## src/asa_pkg.sv

```systemverilog
// ----------------------------------------------------------------------------
// asa_pkg: shared types, constants and the level threshold function
// Holds the input stage item, the configuration bundle and the compile-time
// computation of the peak thresholds used by the level meter.
// ----------------------------------------------------------------------------
package asa_pkg;

    localparam int unsigned TICKS_PER_SECOND = 10;

    localparam int unsigned GATE_W    = 7;
    localparam int unsigned DELAY_W   = 12;
    localparam int unsigned LEVEL_W   = 7;
    localparam int unsigned PEAK_W    = 15;
    localparam int unsigned SAMPLE_W  = 16;
    localparam int unsigned PRES_W    = 7;

    localparam int unsigned DELAY_MAX = (1 << DELAY_W) - 1;
    localparam int unsigned SIL_MAX   = DELAY_MAX * TICKS_PER_SECOND + 1;
    localparam int unsigned SIL_W     = $clog2(SIL_MAX + 2);

    localparam int unsigned SILENT_PEAK     = 150;
    localparam int unsigned LEVEL_OFFSET    = 90;
    localparam int unsigned LEVEL_MAX       = 99;
    localparam int unsigned PRESENCE_MAX    = 100;
    localparam int unsigned PRESENCE_MIN_ON = 50;
    localparam logic [63:0] LOG_SCALE_Q24   = 64'd215148968;

    // register indexes on the APB port (byte address is index times four)
    localparam logic [1:0] REG_GATE   = 2'd0;
    localparam logic [1:0] REG_DELAY  = 2'd1;
    localparam logic [1:0] REG_ENABLE = 2'd2;

    // operation codes carried on s_tuser
    localparam logic OP_SAMPLE = 1'b0;
    localparam logic OP_TICK   = 1'b1;

    // result kinds carried on m_tuser
    localparam logic KIND_FRAME = 1'b0;
    localparam logic KIND_TICK  = 1'b1;

    typedef struct packed {
        logic [GATE_W-1:0]  gate;
        logic [DELAY_W-1:0] delay;
        logic               enabled;
    } cfg_t;

    // item handed from the input stage to the result stage
    typedef struct packed {
        logic              op;
        logic [PEAK_W-1:0] peak;
        logic              in_window;
    } item_t;

    // integer part of 42.6*log10(p) in the Q24 log2 form; p in 1..32767
    function automatic logic [63:0] level_whole(input int unsigned p);
        int unsigned n;
        logic [63:0] m;
        logic [63:0] frac;
        logic [63:0] lg;
        n    = 0;
        frac = 64'd0;
        while (n < 15 && (p >> (n + 1)) != 0)
            n++;
        m = 64'(p) << (30 - n);
        for (int i = 0; i < 24; i++)
        begin
            m    = (m * m) >> 30;
            frac = frac << 1;
            if (m >= (64'd1 << 31))
            begin
                m    = m >> 1;
                frac = frac | 64'd1;
            end
        end
        lg = (64'(n) << 24) | frac;
        return (lg * LOG_SCALE_Q24) >> 48;
    endfunction

    // smallest peak from SILENT_PEAK up whose raw level reaches lvl; 32768 if none does
    function automatic logic [15:0] level_thresh(input int unsigned lvl);
        int unsigned lo;
        int unsigned hi;
        int unsigned mid;
        lo = SILENT_PEAK;
        hi = 32768;
        while (lo < hi)
        begin
            mid = (lo + hi) >> 1;
            if (level_whole(mid) >= 64'(LEVEL_OFFSET + lvl))
                hi = mid;
            else
                lo = mid + 1;
        end
        return 16'(lo);
    endfunction

endpackage

```

## src/asa_cfg.sv

```systemverilog
// ----------------------------------------------------------------------------
// asa_cfg: configuration register file
// APB-style slave holding gate, delay and monitor enable.
// ----------------------------------------------------------------------------
module asa_cfg
(
    input  logic          clk,
    input  logic          rst_n,
    input  logic          psel,
    input  logic          penable,
    input  logic          pwrite,
    input  logic [3:0]    paddr,
    input  logic [31:0]   pwdata,
    output logic [31:0]   prdata,
    output logic          pready,
    output asa_pkg::cfg_t cfg
);

    localparam logic [asa_pkg::GATE_W-1:0]  GATE_RESET  = 7'd10;
    localparam logic [asa_pkg::DELAY_W-1:0] DELAY_RESET = 12'd10;

    asa_pkg::cfg_t cfg_reg;
    asa_pkg::cfg_t cfg_next;
    logic          wr_en;

    assign pready = 1'b1;
    assign wr_en  = psel && penable && pwrite;
    assign cfg    = cfg_reg;

    always_comb
    begin
        cfg_next = cfg_reg;
        if (wr_en)
        begin
            case (paddr[3:2])
                asa_pkg::REG_GATE:   cfg_next.gate    = pwdata[asa_pkg::GATE_W-1:0];
                asa_pkg::REG_DELAY:  cfg_next.delay   = pwdata[asa_pkg::DELAY_W-1:0];
                asa_pkg::REG_ENABLE: cfg_next.enabled = pwdata[0];
                default:             cfg_next = cfg_reg;
            endcase
        end
    end

    always_comb
    begin
        case (paddr[3:2])
            asa_pkg::REG_GATE:   prdata = 32'(cfg_reg.gate);
            asa_pkg::REG_DELAY:  prdata = 32'(cfg_reg.delay);
            asa_pkg::REG_ENABLE: prdata = 32'(cfg_reg.enabled);
            default:             prdata = 32'd0;
        endcase
    end

    always_ff @(posedge clk or negedge rst_n)
    begin
        if (!rst_n)
        begin
            cfg_reg.gate    <= GATE_RESET;
            cfg_reg.delay   <= DELAY_RESET;
            cfg_reg.enabled <= 1'b0;
        end
        else
        begin
            cfg_reg <= cfg_next;
        end
    end

endmodule

```

## src/asa_front.sv

```systemverilog
// ----------------------------------------------------------------------------
// asa_front: input stage
// Tracks the running frame peak and registers frame-end and tick beats.
// ----------------------------------------------------------------------------
module asa_front
(
    input  logic                          clk,
    input  logic                          rst_n,
    input  logic                          s_tvalid,
    output logic                          s_tready,
    input  logic [asa_pkg::SAMPLE_W-1:0]  sample,
    input  logic                          op,
    input  logic                          frame_end,
    input  logic                          in_window,
    input  logic                          advance,
    output logic                          item_valid,
    output asa_pkg::item_t                item
);

    logic [asa_pkg::PEAK_W-1:0] peak_reg;
    logic [asa_pkg::PEAK_W-1:0] peak_next;
    logic [asa_pkg::PEAK_W-1:0] peak_cur;
    logic                       valid_reg;
    logic                       valid_next;
    asa_pkg::item_t             item_reg;
    asa_pkg::item_t             item_next;
    logic                       accept;
    logic                       emits;

    assign s_tready   = !valid_reg || advance;
    assign accept     = s_tvalid && s_tready;
    assign emits      = (op == asa_pkg::OP_TICK) || frame_end;
    assign item_valid = valid_reg;
    assign item       = item_reg;

    // only non-negative samples can raise the peak
    always_comb
    begin
        peak_cur = peak_reg;
        if (!sample[asa_pkg::SAMPLE_W-1] && (sample[asa_pkg::PEAK_W-1:0] > peak_reg))
            peak_cur = sample[asa_pkg::PEAK_W-1:0];
    end

    always_comb
    begin
        peak_next  = peak_reg;
        valid_next = valid_reg && !advance;
        item_next  = item_reg;
        if (accept)
        begin
            if (op == asa_pkg::OP_SAMPLE)
                peak_next = frame_end ? '0 : peak_cur;
            if (emits)
            begin
                valid_next          = 1'b1;
                item_next.op        = op;
                item_next.peak      = (op == asa_pkg::OP_SAMPLE) ? peak_cur : '0;
                item_next.in_window = in_window;
            end
        end
    end

    always_ff @(posedge clk or negedge rst_n)
    begin
        if (!rst_n)
        begin
            peak_reg  <= '0;
            valid_reg <= 1'b0;
        end
        else
        begin
            peak_reg  <= peak_next;
            valid_reg <= valid_next;
        end
    end

    always_ff @(posedge clk)
    begin
        item_reg <= item_next;
    end

endmodule

```

## src/asa_back.sv

```systemverilog
// ----------------------------------------------------------------------------
// asa_back: result stage
// Converts the frame peak to a level, qualifies it by presence, runs the
// silence counter on ticks and holds the result beat.
// ----------------------------------------------------------------------------
module asa_back
(
    input  logic           clk,
    input  logic           rst_n,
    input  asa_pkg::cfg_t  cfg,
    input  logic           item_valid,
    input  asa_pkg::item_t item,
    output logic           advance,
    output logic           m_tvalid,
    input  logic           m_tready,
    output logic [23:0]    m_tdata,
    output logic           m_tuser
);

    localparam int unsigned NLVL = asa_pkg::LEVEL_MAX;

    logic [NLVL-1:0]                 thermo;
    logic [NLVL-1:0]                 top_hit;
    logic [asa_pkg::LEVEL_W-1:0]     raw_level;
    logic [asa_pkg::LEVEL_W-1:0]     frame_level;
    logic [asa_pkg::PRES_W-1:0]      pres_reg;
    logic [asa_pkg::PRES_W-1:0]      pres_next;
    logic [asa_pkg::PRES_W-1:0]      pres_upd;
    logic [asa_pkg::LEVEL_W-1:0]     held_reg;
    logic [asa_pkg::LEVEL_W-1:0]     held_next;
    logic [asa_pkg::SIL_W-1:0]       sil_reg;
    logic [asa_pkg::SIL_W-1:0]       sil_next;
    logic [asa_pkg::SIL_W:0]         sil_inc;
    logic [asa_pkg::SIL_W-1:0]       sil_cnt;
    logic [asa_pkg::SIL_W-1:0]       delay_ticks;
    logic [asa_pkg::DELAY_W-1:0]     delay_eff;
    logic                            sounding;
    logic                            raised;
    logic                            cleared;
    logic                            out_valid_reg;
    logic                            out_valid_next;
    logic [23:0]                     out_data_reg;
    logic [23:0]                     out_data_next;
    logic                            out_kind_reg;
    logic                            out_kind_next;
    logic                            take;

    assign advance  = !out_valid_reg || m_tready;
    assign take     = advance && item_valid;
    assign m_tvalid = out_valid_reg;
    assign m_tdata  = out_data_reg;
    assign m_tuser  = out_kind_reg;

    // threshold compares; raw level is the count of thresholds reached
    for (genvar l = 1; l <= NLVL; l++)
    begin : g_thresh
        assign thermo[l-1] = ({1'b0, item.peak} >= asa_pkg::level_thresh(l));
    end

    // the compares form a thermometer code: mark its top set bit
    assign top_hit = thermo & ~{1'b0, thermo[NLVL-1:1]};

    always_comb
    begin
        raw_level = '0;
        for (int i = 0; i < NLVL; i++)
            if (top_hit[i])
                raw_level = raw_level | asa_pkg::LEVEL_W'(i + 1);
    end

    always_comb
    begin
        pres_upd = pres_reg;
        if (raw_level <= asa_pkg::LEVEL_W'(1))
        begin
            if (pres_reg != '0)
                pres_upd = pres_reg - asa_pkg::PRES_W'(1);
        end
        else if (pres_reg < asa_pkg::PRES_W'(asa_pkg::PRESENCE_MAX))
        begin
            pres_upd = pres_reg + asa_pkg::PRES_W'(1);
        end
        frame_level = (pres_upd < asa_pkg::PRES_W'(asa_pkg::PRESENCE_MIN_ON)) ? '0 : raw_level;
    end

    // silence counter for one tick
    always_comb
    begin
        delay_eff   = (cfg.delay == '0) ? asa_pkg::DELAY_W'(1) : cfg.delay;
        delay_ticks = asa_pkg::SIL_W'(delay_eff) * asa_pkg::SIL_W'(asa_pkg::TICKS_PER_SECOND);
        sounding    = (held_reg >= cfg.gate) || !(cfg.enabled && item.in_window);
        cleared     = 1'b0;
        sil_inc     = {1'b0, sil_reg} + (asa_pkg::SIL_W+1)'(1);
        if (sounding)
        begin
            cleared = (sil_reg >= delay_ticks);
            sil_inc = '0;
        end
        raised  = (sil_inc == {1'b0, delay_ticks});
        // hold at delay_ticks plus one
        if (sil_inc > {1'b0, delay_ticks})
            sil_cnt = delay_ticks + asa_pkg::SIL_W'(1);
        else
            sil_cnt = sil_inc[asa_pkg::SIL_W-1:0];
    end

    always_comb
    begin
        pres_next      = pres_reg;
        held_next      = held_reg;
        sil_next       = sil_reg;
        out_valid_next = out_valid_reg && !m_tready;
        out_data_next  = out_data_reg;
        out_kind_next  = out_kind_reg;
        if (take)
        begin
            out_valid_next = 1'b1;
            if (item.op == asa_pkg::OP_SAMPLE)
            begin
                pres_next     = pres_upd;
                held_next     = frame_level;
                out_kind_next = asa_pkg::KIND_FRAME;
                out_data_next = {1'b0, 1'b0, item.peak, frame_level};
            end
            else
            begin
                sil_next      = sil_cnt;
                out_kind_next = asa_pkg::KIND_TICK;
                out_data_next = {cleared, raised, asa_pkg::PEAK_W'(0), held_reg};
            end
        end
    end

    always_ff @(posedge clk or negedge rst_n)
    begin
        if (!rst_n)
        begin
            pres_reg      <= '0;
            held_reg      <= '0;
            sil_reg       <= '0;
            out_valid_reg <= 1'b0;
        end
        else
        begin
            pres_reg      <= pres_next;
            held_reg      <= held_next;
            sil_reg       <= sil_next;
            out_valid_reg <= out_valid_next;
        end
    end

    always_ff @(posedge clk)
    begin
        out_data_reg <= out_data_next;
        out_kind_reg <= out_kind_next;
    end

endmodule

```

## src/audio_silence_alarm_top.sv

```systemverilog
// ----------------------------------------------------------------------------
// audio_silence_alarm_top: frame level meter with silence alarm
// Input stage, result stage and configuration registers.
// ----------------------------------------------------------------------------
// Usage:
//   The slave stream carries audio samples (s_tuser 0) and 100 ms ticks
//   (s_tuser 1). s_tlast marks the last sample of a frame. Samples without
//   s_tlast only update the running peak and give no result beat.
//   Each frame-end sample gives one frame beat (level and raw peak) and each
//   tick gives one alarm beat on the master stream, in input order.
//   Path: an accepted beat is registered in the input register, then in
//   the result register, before it is valid on the master stream.
//   Throughput: one beat per cycle while the receiver does not stall; the level is found by threshold compares
//   in the result stage and the silence counter steps once per tick.
//   When the receiver stalls, the result register holds its beat and the
//   input register still takes one more beat; s_tready then falls.
//   Reset clears peak, presence, held level and silence count and loads the
//   register defaults: gate 10, delay 10 s, monitoring off.
//   Configuration is written over the APB port while the streams are idle.
// ----------------------------------------------------------------------------
module audio_silence_alarm_top
(
    input  logic        clk,
    input  logic        rst_n,
    input  logic        s_tvalid,
    output logic        s_tready,
    input  logic [23:0] s_tdata,   // [15:0] sample, [16] in_time_window, [23:17] zero
    input  logic        s_tlast,   // frame_end
    input  logic        s_tuser,   // operation
    output logic        m_tvalid,
    input  logic        m_tready,
    output logic [23:0] m_tdata,   // [6:0] level, [21:7] peak, [22] alarm_raised,
                                   // [23] alarm_cleared
    output logic        m_tuser,   // result_kind
    input  logic        psel,
    input  logic        penable,
    input  logic        pwrite,
    input  logic [3:0]  paddr,
    input  logic [31:0] pwdata,
    output logic [31:0] prdata,
    output logic        pready
);

    asa_pkg::cfg_t  cfg;
    asa_pkg::item_t item;
    logic           item_valid;
    logic           advance;

    asa_cfg u_cfg
    (
        .clk     (clk),
        .rst_n   (rst_n),
        .psel    (psel),
        .penable (penable),
        .pwrite  (pwrite),
        .paddr   (paddr),
        .pwdata  (pwdata),
        .prdata  (prdata),
        .pready  (pready),
        .cfg     (cfg)
    );

    asa_front u_front
    (
        .clk        (clk),
        .rst_n      (rst_n),
        .s_tvalid   (s_tvalid),
        .s_tready   (s_tready),
        .sample     (s_tdata[15:0]),
        .op         (s_tuser),
        .frame_end  (s_tlast),
        .in_window  (s_tdata[16]),
        .advance    (advance),
        .item_valid (item_valid),
        .item       (item)
    );

    asa_back u_back
    (
        .clk        (clk),
        .rst_n      (rst_n),
        .cfg        (cfg),
        .item_valid (item_valid),
        .item       (item),
        .advance    (advance),
        .m_tvalid   (m_tvalid),
        .m_tready   (m_tready),
        .m_tdata    (m_tdata),
        .m_tuser    (m_tuser)
    );

endmodule

```

## config.mk

```make
export PLATFORM = sky130hd
export DESIGN_NAME = audio_silence_alarm_top
export DESIGN_NICKNAME = d
export VERILOG_FILES = /design/src/asa_pkg.sv /design/src/asa_cfg.sv /design/src/asa_front.sv /design/src/asa_back.sv /design/src/audio_silence_alarm_top.sv
export SDC_FILE = /design/constraint.sdc
export NUM_CORES = 1
export LEC_CHECK = 0
export BUFFER_PORTS_ARGS = -buffer_cell sky130_fd_sc_hd__buf_4
export CAP_MARGIN = 20
export CORE_MARGIN = 4
export CORE_UTILIZATION = 55
export DETAILED_ROUTE_END_ITERATION = 8
export PLACE_DENSITY = 0.79
export SLEW_MARGIN = 20
export SYNTH_ARGS = -nofsm -noshare
export SYNTH_HDL_FRONTEND = slang
export SYNTH_SLANG_ARGS = --single-unit
```

## constraint.sdc

```tcl
create_clock -name clk -period 4.45 [get_ports clk]
set_input_delay 0.2225 -clock clk [delete_from_list [all_inputs] [get_ports clk]]
set_output_delay 0.2225 -clock clk [all_outputs]
set_load 0.01 [all_outputs]
```

* Word-level counts from Yosys, hierarchy flattened
Index checks and enable logic that the tools add are counted.
** Word-level totals
- Register bits :: 109
- Input bits :: 69
- Output and inout port bits :: 60
- Logic and storage cells :: 301
** Cells by class
- $add $sub $neg :: 4
- Multipliers :: 1
- $lt $le $gt $ge :: 105
- Equal/unequal tests :: 10
- Mux-type cells :: 137
- Bitwise logic cells :: 2
- Reductions and logical operators :: 28
** Operators by type and width (number)
- two-way mux 7 bit :: 48
- >= comparator 15 x 10 -> 1 bit, second input constant :: 13
- >= comparator 15 x 11 -> 1 bit, second input constant :: 13
- >= comparator 15 x 13 -> 1 bit, second input constant :: 13
- >= comparator 15 x 14 -> 1 bit, second input constant :: 13
- >= comparator 15 x 9 -> 1 bit, second input constant :: 13
- two-way mux 6 bit :: 32
- >= comparator 15 x 12 -> 1 bit, second input constant :: 12
- >= comparator 15 x 8 -> 1 bit, second input constant :: 11
- >= comparator 15 bit, second input constant :: 10
- bitwise AND 99 bit :: 1
- NOT 98 -> 99 bit :: 1
- two-way mux 5 bit :: 16
- two-way mux 15 bit :: 5
- two-way mux 17 bit :: 3
- two-way mux 16 bit :: 3
- two-way mux 24 bit :: 2
- two-way mux 12 bit :: 3
- case mux 12 bit (3 select lines) :: 1
- two-way mux 4 bit :: 8
- adder 16 x 1 -> 17 bit, second input constant :: 1
- equality test 17 x 16 -> 1 bit :: 1
- > comparator 17 x 16 -> 1 bit :: 1
- adder 16 x 1 -> 16 bit, second input constant :: 1
- 22 further kinds :: 62

* Longest topological paths before layout
Gate-level depths: netlist of the first run.
- Word-level depth :: 109
- Depth in mapped cells :: 23

* Modules after synthesis
Synthesis of the first run repeated with hierarchy kept, for this count alone.
** Unflattened totals
- Cells, all modules :: 1347
- Area total of the unflattened synthesis :: 11202.0 um^2
** Modules (own cells, without submodules)
- asa_back :: times used 1, cells each 1104, area an instance 8249.2 um^2
- asa_front :: times used 1, cells each 152, area an instance 1785.5 um^2
- asa_cfg :: times used 1, cells each 91, area an instance 1167.4 um^2

* Worst setup path after synthesis of the first run
No wires, ideal clock.
- Kind :: reg2reg
- From :: register u_cfg.cfg_reg, in the netlist u_cfg.cfg[3]
- To :: register u_back.sil_reg[2] in the netlist's numbering
- Data arrival time :: 4.207 ns
- Path slack :: 0.117 ns
- Stages on the path, launching flop included :: 24
- Period minus slack after synthesis :: 4.333 ns
- Path through :: dfrtp_1 -> nor4_1 -> a31o_2 -> ha_1 -> ha_1 -> inv_1 -> fa_1 -> nor2b_1 -> o21ai_0 -> a21o_1 -> a31oi_1 -> nand4_1 -> o41ai_1 -> nor2_1 -> ha_1 -> a22o_1 -> nor4_1 -> o211ai_1 -> o22ai_1 -> o21bai_1 -> o21ai_1 -> buf_2 -> a221oi_1 -> nor2_1
** On the way
- Cells in the longest elaborated chain, start to end :: 7
** RTL lines
- start, declared :: line asa_cfg.sv:22 : asa_pkg::cfg_t cfg_reg;
- start signal, assigned :: line asa_cfg.sv:64 : cfg_reg <= cfg_next;
- logical NOT 12 bit :: line asa_back.sv:89 : delay_eff = (cfg.delay == '0) ? asa_pkg::DELAY_W'(1) : cfg.delay;
- two-way mux 12 bit * :: line asa_back.sv:89
- multiplier 12 x 3 -> 15 bit * :: line asa_back.sv:90 : delay_ticks = asa_pkg::SIL_W'(delay_eff) * asa_pkg::SIL_W'(asa_pkg::TICKS_PER_SECOND);
- adder 16 x 1 -> 16 bit or > comparator 17 x 16 -> 1 bit (tied branches) :: line asa_back.sv:102, asa_back.sv:101
- two-way mux 16 bit * :: line asa_back.sv:101 : if (sil_inc > {1'b0, delay_ticks})
- two-way mux 16 bit * :: line asa_back.sv:118 : if (item.op == asa_pkg::OP_SAMPLE)
- two-way mux 16 bit * :: line asa_back.sv:115 : if (take)
- end signal, assigned :: line asa_back.sv:147 : sil_reg <= sil_next;
- end, declared :: line asa_back.sv:31 : logic [asa_pkg::SIL_W-1:0] sil_reg;
Mark *: on every way between the ends. The rest lies on a longest branch, timed or not. The select of a mux whose other input is x is not followed.
A chain may end at the register's enable or synchronous reset.

* Worst setup path after layout of the first run
- From :: register u_cfg.cfg_reg, in the netlist u_cfg.cfg[11]
- To :: register u_back.sil_reg[5] in the netlist's numbering
Same word-level chain as after synthesis.

==> flow_summary.json, run 1 <==
{
  "min_period_ns": 4.723,
  "final_util_pct": 65.83,
  "setup_viol": 16,
  "p_per_area_nw_per_um2": 400.8,
  "tritoncts": "done",
  "worstMarginPinSlew_ns": 1.055,
  "diodes": 0,
  "initial_core_util_pct": 56.10,
  "finalHoldViolations": 15,
  "fill_cells": 1531,
  "wl_um": 46430,
  "synth-edff-count": 42,
  "required_ns": 4.65,
  "grt_max_degree": 68,
  "yosysWarnings": 0,
  "rsz0062_at_grt": "yes",
  "finalCritPeriodShare_pct": 106.1,
  "pre_cts_ws_ns": -0.1759,
  "critPathLaunchType": "flip-flop",
  "run_status": "finished, violations left",
  "netlist_instances": 1336,
  "wl_per_cell_um": 27.01,
  "grt_usage_pct": 40.19,
  "max-cap-violations": 0,
  "p_leak_uw": 0.005382,
  "firstDrtPassIters": 8,
  "die_h_um": 149.4,
  "synth-seq-cells": 109,
  "syn_to_final_growth_pct": 17.34,
  "synthTopCellsByCount": "124 x nor2_1, 99 x nand2_1, 75 x ha_1",
  "drive_gt1_share_pct": 21.53,
  "final_cell_area_um2": 12900,
  "finalMaxSlewViolations": 0,
  "grt_pass1_vias": 11590,
  "syn_area_per_cell_um2": 8.226,
  "cts_max_level": 3,
  "cts_hold_buf": 0,
  "holdCritPathClass": "in -> async",
  "place.gp.congestion": 1.194,
  "synth.distinct_cells": 96,
  "synth_most_common_cell": "nor2_1",
  "vias_per_cell": 7.202,
  "drt_iter0_markers": 1857,
  "post_dp_cell_area_um2": 12280,
  "syn_area_um2": 10990,
  "drc": 0,
  "worst_slack_ns": -0.2730,
  "clockBufferDepth": 2,
  "grt_overflow_total": 0,
  "synth_top_cell_by_area": "dfrtp_1",
  "yosys-top-cells-area": "dfrtp_1 14%, edfxtp_1 11%, ha_1 8.5%",
  "via_count": 12380,
  "yosysSeqAreaShare_pct": 26.78,
  "drtAntennaViolNets": 0,
  "coreArea_um2": 19590,
  "synthArstFlopShare_pct": 61.47,
  "slew_headroom_pct": 29.37,
  "rows": 51,
  "hpwl_um": 34770,
  "numCtsBuffers": 9,
  "cts_root_buf": "clkbuf_16",
  "dieArea_um2": 22310,
  "nNetsFinal": 1594,
  "violations": "negative hold slack, negative setup slack",
  "io-pin-count": 129,
  "port_buffers": 78,
  "ys.flop_type": "dfrtp_1",
  "hold_ws_ns": -0.02617,
  "yosysTopAreaCellShare_pct": 14.34,
  "multi_input_comb_area_um2": 7423,
  "crit_type": "reg -> reg",
  "end_kind": "flip-flop",
  "antenna_found_initial": 1,
  "cp_max_fo": 7,
  "fmax_mhz": 211.7,
  "clk_latency_ns": 0.37,
  "ir_drop_mv": 0.2889,
  "crit_arrival_ns": 4.92,
  "seqCellArea_um2": 2943,
  "clkSinkCount": 109,
  "skew_ns": 0.02028,
  "largest_register_ffs": 24,
  "grt_pass1_wl_um": 68990,
  "clkTransAtPathRegs_ns": 0.09,
  "die_w_um": 149.4
}
==> critical path, stage by stage (launching register included) <==
cell and delay (ns):
dfrtp_1 0.41, nor4_2 0.29, a31o_2 0.24, ha_4 0.15, ha_4 0.13, inv_2 0.04
fa_2 0.35, nor2b_2 0.18, o21ai_2 0.09, a21o_1 0.23, buf_4 0.14, nand3b_1 0.13
xnor2_1 0.14, ha_1 0.33, nand4_1 0.20, nor4_4 0.33, nand4_1 0.18, nor2_1 0.18
o41a_1 0.24, o21ai_2 0.11, buf_6 0.18, mux2i_1 0.19, o21ai_1 0.10
==> power by group <==
part,internal [µW],switching (µW)
sequential,1260,237
clock,420,459
combinational,1130,1660
==> routing by layer <==
metal | GRT usage (%) | vias to the layer above | wire (µm)
met5 | 0 | - | 13
met3 | 11.36 | 267 | 6073
met1 | 53.40 | 5815 | 17370
met2 | 61.04 | 1037 | 19950
met4 | 17.99 | 2 | 3017
li1 | - | 5260 | -
==> repair_timing <==
action / CTS / global route
resized for setup: 19 / 21
gates cloned: 0 / 1
buffers inserted: 6 / 8
pin swaps: 20 / 20
setup endpoints to repair: 16 / 16
==> metrics by stage <==
stage	TNS, ns	power [µW]	instances
6_report	-3.037	5168	1719
4_1_cts	-0.8723	4902	1710
3_3_place_gp	0	3860	1688
5_1_grt	-5.298	5434	1719
3_5_place_dp	-1.238	3962	1688
2_1_floorplan	0	3079	1355
==> placed cells by master (no fill, tap or decap), drive strengths merged, types with 10 or more instances in the layout <==
cell,count
buf,213
nor2,126
nand2,100
ha,75
o21ai,75
dfrtp,63
a21oi,59
inv,54
nand3,43
edfxtp,42
nor3,40
a211oi,35
nor4,34
nand4,31
a21o,27
mux2i,26
and2,22
conb,21
nor2b,19
a22o,18
xor2,17
o21a,14
and3,13
or3,13
o311ai,13
nand2b,12
mux2,12
o211ai,11
xnor2,11
a211o,10
and4,10
a31oi,10
a311oi,10
a2111oi,10
or2,10
==> final cells by class <==
type	count	area share, %
clock buffers	9	1.746
well taps	265	2.571
multi-input cells	1064	57.56
flip-flops and latches	109	22.82
inverters	52	1.514
repair buffers	213	13.00
clock inverters	7	0.7859
==> path summary, 6_finish.rpt <==
| check | from | endpoint | slack, ns | cells past startpoint |
|---|---|---|---|---|
| setup / recovery | u_cfg.cfg[11]$_DFFE_PN0P_ | u_back.sil_reg[5]$_DFFE_PN0P_ | -0.27 | 22 |
| hold / removal | rst_n | u_back.sil_reg[10]$_DFFE_PN0P_ | -0.03 | 1 |
| setup reg to reg | u_cfg.cfg[11]$_DFFE_PN0P_ | u_back.sil_reg[5]$_DFFE_PN0P_ | -0.27 | 22 |
| hold reg to reg | u_front.item_valid$_DFF_PN0_ | u_back.m_tvalid$_DFF_PN0_ | 0.53 | 1 |
| max in group asynchronous | rst_n | u_front.peak_reg[2]$_DFFE_PN0P_ | 3.86 | 1 |
| min in group clk | s_tdata[16] | u_front.item[0]$_DFFE_PP_ | 0.02 | 1 |
==> cell families (layout without fill, tap and decap cells) <==
| group | after synthesis | in the layout | synth area share [%] |
|---|---|---|---|
| compound gates | 372 | 372 | 24.32 |
| flops | 109 | 109 | 26.78 |
| simple gates | 529 | 529 | 26.43 |
| other cells | 2 | 21 | 0.06833 |
| buf+inv | 182 | 281 | 7.855 |
| xor+xnor | 28 | 28 | 2.231 |
| fa+ha+maj | 76 | 76 | 8.720 |
| mux | 38 | 38 | 3.597 |
Power figures use the tool's default switching activity.
==> run 2, diff against run 1 <==
Settings changed: CORE_MARGIN 4 to default.
==> run 2 against run 1 <==
Compared with the run above: the flow finishes with violations (negative setup slack); highest routed layer unchanged; register-to-register slack worse by 0.04 ns; sequential share of layout area up 0.053 points; global-route usage grew 2.8 points; wire length down 3.2%; combinational power fell by 3%; critical endpoint is now u_back.sil_reg[2]$_DFFE_PN0P_; utilization increased by 0.061 points.
==> flow_summary.json, run 2 (same netlist as run 1, synthesis figures left out) <==
{
  "p_sw_share_pct": 45.34,
  "hpwl_um": 33410,
  "die_w_um": 143.4,
  "port_buffers": 78,
  "antenna_found_initial": 2,
  "slew_headroom_pct": 22.19,
  "worst_slack_ns": -0.3098,
  "slowest_delay_ns": 0.42,
  "cp_top_family": "compound AO/OA/AOI/OAI gates",
  "layout_commonest_cell": "buf_4",
  "cp_max_fo": 7,
  "worst-path-stages": 23,
  "crit_arrival_ns": 5.01,
  "end_kind": "flip-flop",
  "setup_viol": 16,
  "pre_cts_ws_ns": -0.05048,
  "p_per_area_nw_per_um2": 397.8,
  "wl_um": 44960,
  "initial_core_util_pct": 56.29,
  "fill_cells": 1588,
  "clockBufferDepth": 2,
  "dp.cells": 1682,
  "numCtsBuffers": 9,
  "place.gp.congestion": 1.123,
  "grt_pass1_wl_um": 65770,
  "drc": 0,
  "cts_root_buf": "clkbuf_16",
  "clockPowerShare_pct": 17.8,
  "clkTransAtPathRegs_ns": 0.10,
  "seqPwrFrac_pct": 29.4,
  "syn_to_final_growth_pct": 17.07,
  "die_h_um": 143.4,
  "r2r_end": "u_back.sil_reg[2]$_DFFE_PN0P_",
  "worstMarginPinSlew_ns": 1.151,
  "drive_gt1_share_pct": 21.48,
  "layout_common_cells": "195 x buf_4, 124 x nor2_1, 97 x nand2_1",
  "cts_max_level": 3,
  "required_ns": 4.70,
  "tritoncts": "done",
  "io-pin-count": 129,
  "violations": "negative setup slack",
  "p_leak_uw": 0.005355,
  "finalCritPeriodShare_pct": 107.0,
  "stdcell_count": 1713,
  "r2r_cells": 23,
  "power_uw": 5118,
  "crit_chain": "nor4_2 -> a31o_2 -> ha_4 -> ha_4 -> inv_2 -> fa_2 -> nor2b_2 -> o21ai_2 -> a21o_1 -> a31oi_1 -> nand4_1 -> o41ai_2 -> nor2_1 -> ha_1 -> a22o_1 -> nor4_1 -> o211ai_1 -> o22ai_1 -> o21bai_4 -> o21ai_4 -> buf_6 -> a221oi_2 -> nor2_1",
  "run_status": "finished, violations left",
  "crit_type": "reg -> reg",
  "finalMaxSlewViolations": 0,
  "ir_drop_mv": 0.3310,
  "combPwrFrac_pct": 52.8,
  "min_path_cells": 1,
  "nNetsFinal": 1588,
  "rows": 51,
  "largest_register_ffs": 24,
  "dieArea_um2": 20550,
  "grt_pass1_vias": 11090,
  "vias_per_cell": 7.131,
  "holdCritPathClass": "in -> reg",
  "firstDrtPassIters": 6,
  "min_period_ns": 4.760,
  "p_int_uw": 2798,
  "critPathBufInv": 2,
  "drtAntennaViolNets": 0,
  "grt_max_degree": 68,
  "r2r_slack_ns": -0.31,
  "drt_iter0_markers": 1805,
  "skew_ns": 0.01849,
  "wl_per_cell_um": 26.25,
  "p_sw_uw": 2320,
  "rr_startpoint": "u_cfg.cfg[6]$_DFFE_PN0P_",
  "grt_overflow_total": 0,
  "coreArea_um2": 19530,
  "max-cap-violations": 0,
  "diodes": 0,
  "critPathLaunch": "u_cfg.cfg[6]$_DFFE_PN0P_",
  "via_count": 12220,
  "grt_usage_pct": 42.96,
  "critPathLaunchType": "flip-flop",
  "critPathSlowestCell": "dfrtp_1",
  "critPathCapture": "u_back.sil_reg[2]$_DFFE_PN0P_",
  "rsz0062_at_grt": "yes",
  "finalHoldViolations": 0,
  "clkSinkCount": 109,
  "fmax_mhz": 210.1,
  "clk_latency_ns": 0.38
}
## run 2: cell count changes in the layout (fill, tap and decap cells not counted), sizes merged
cell         change
buf              -8
dlygate4sd3      +1
or2              +1
## run 2: worst min-delay path by stage
stage | slack [ns] | startpoint | end
after detailed placement | 0.40 | rst_n | u_back.sil_reg[7]$_DFFE_PN0P_
after global routing | 0.03 | s_tdata[16] | u_front.item[0]$_DFFE_PP_
after global placement | 0.39 | rst_n | u_back.sil_reg[9]$_DFFE_PN0P_
after CTS | 0.03 | s_tdata[16] | u_front.item[0]$_DFFE_PP_
after floorplan | -0.07 | rst_n | u_back.held_reg[0]$_DFFE_PN0P_
final | 0.03 | s_tdata[16] | u_front.item[0]$_DFFE_PP_
## run 2: timing repair
| item | in CTS | in global routing |
|---|---|---|
| hold endpoints to repair | 1 | 0 |
| gates resized for setup | 5 | 36 |
| cloned | 0 | 1 |
| endpoints found under the setup margin | 8 | 17 |
| pin swaps | 1 | 27 |
| setup buffers | 0 | 12 |
| hold buffers | 1 | 0 |
## run 2: through the flow
step           setup TNS [ns]  hold slack, ns  area, µm²  util [%]
2_1_floorplan               0        -0.07309      11060         -
3_3_place_gp                0          0.3850      12230     62.62
3_5_place_dp          -0.1626          0.3956      12230     62.62
4_1_cts                     0         0.02895      12580     64.44
5_1_grt                -5.401         0.02606      12870     65.89
6_report               -3.309         0.02935      12870     65.89
## run 2: routing by layer
| layer | track usage, % | part of all wire (%) | up-vias | routed length, µm |
|---|---|---|---|---|
| met5 | 0 | 0.060 | - | 27 |
| met4 | 23.07 | 6.3 | 4 | 2854 |
| met3 | 12.16 | 13 | 221 | 5788 |
| met2 | 64.15 | 43 | 960 | 19460 |
| met1 | 56.01 | 37 | 5778 | 16830 |
| li1 | - | - | 5252 | - |
## run 2: layout make-up
cell class                 count  area, µm²  area share, %
clock buffer                   9      225.2          1.750
clock inverter                 7      101.3         0.7877
inverter                      52      195.2          1.517
multi-input combinational   1065       7436          57.79
sequential                   109       2943          22.87
tap                          265      331.6          2.577
timing repair buffer         206       1634          12.70
## run 2: power by group through the flow
stage | sequential, µW | clock [µW] | combinational (µW)
final | 1500 | 910 | 2700
after global routing | 1520 | 939 | 2910
after CTS | 1490 | 906 | 2460
after detailed placement | 1510 | 0 | 2430
after global placement | 1490 | 0 | 2350
after floorplan | 1430 | 0 | 1650
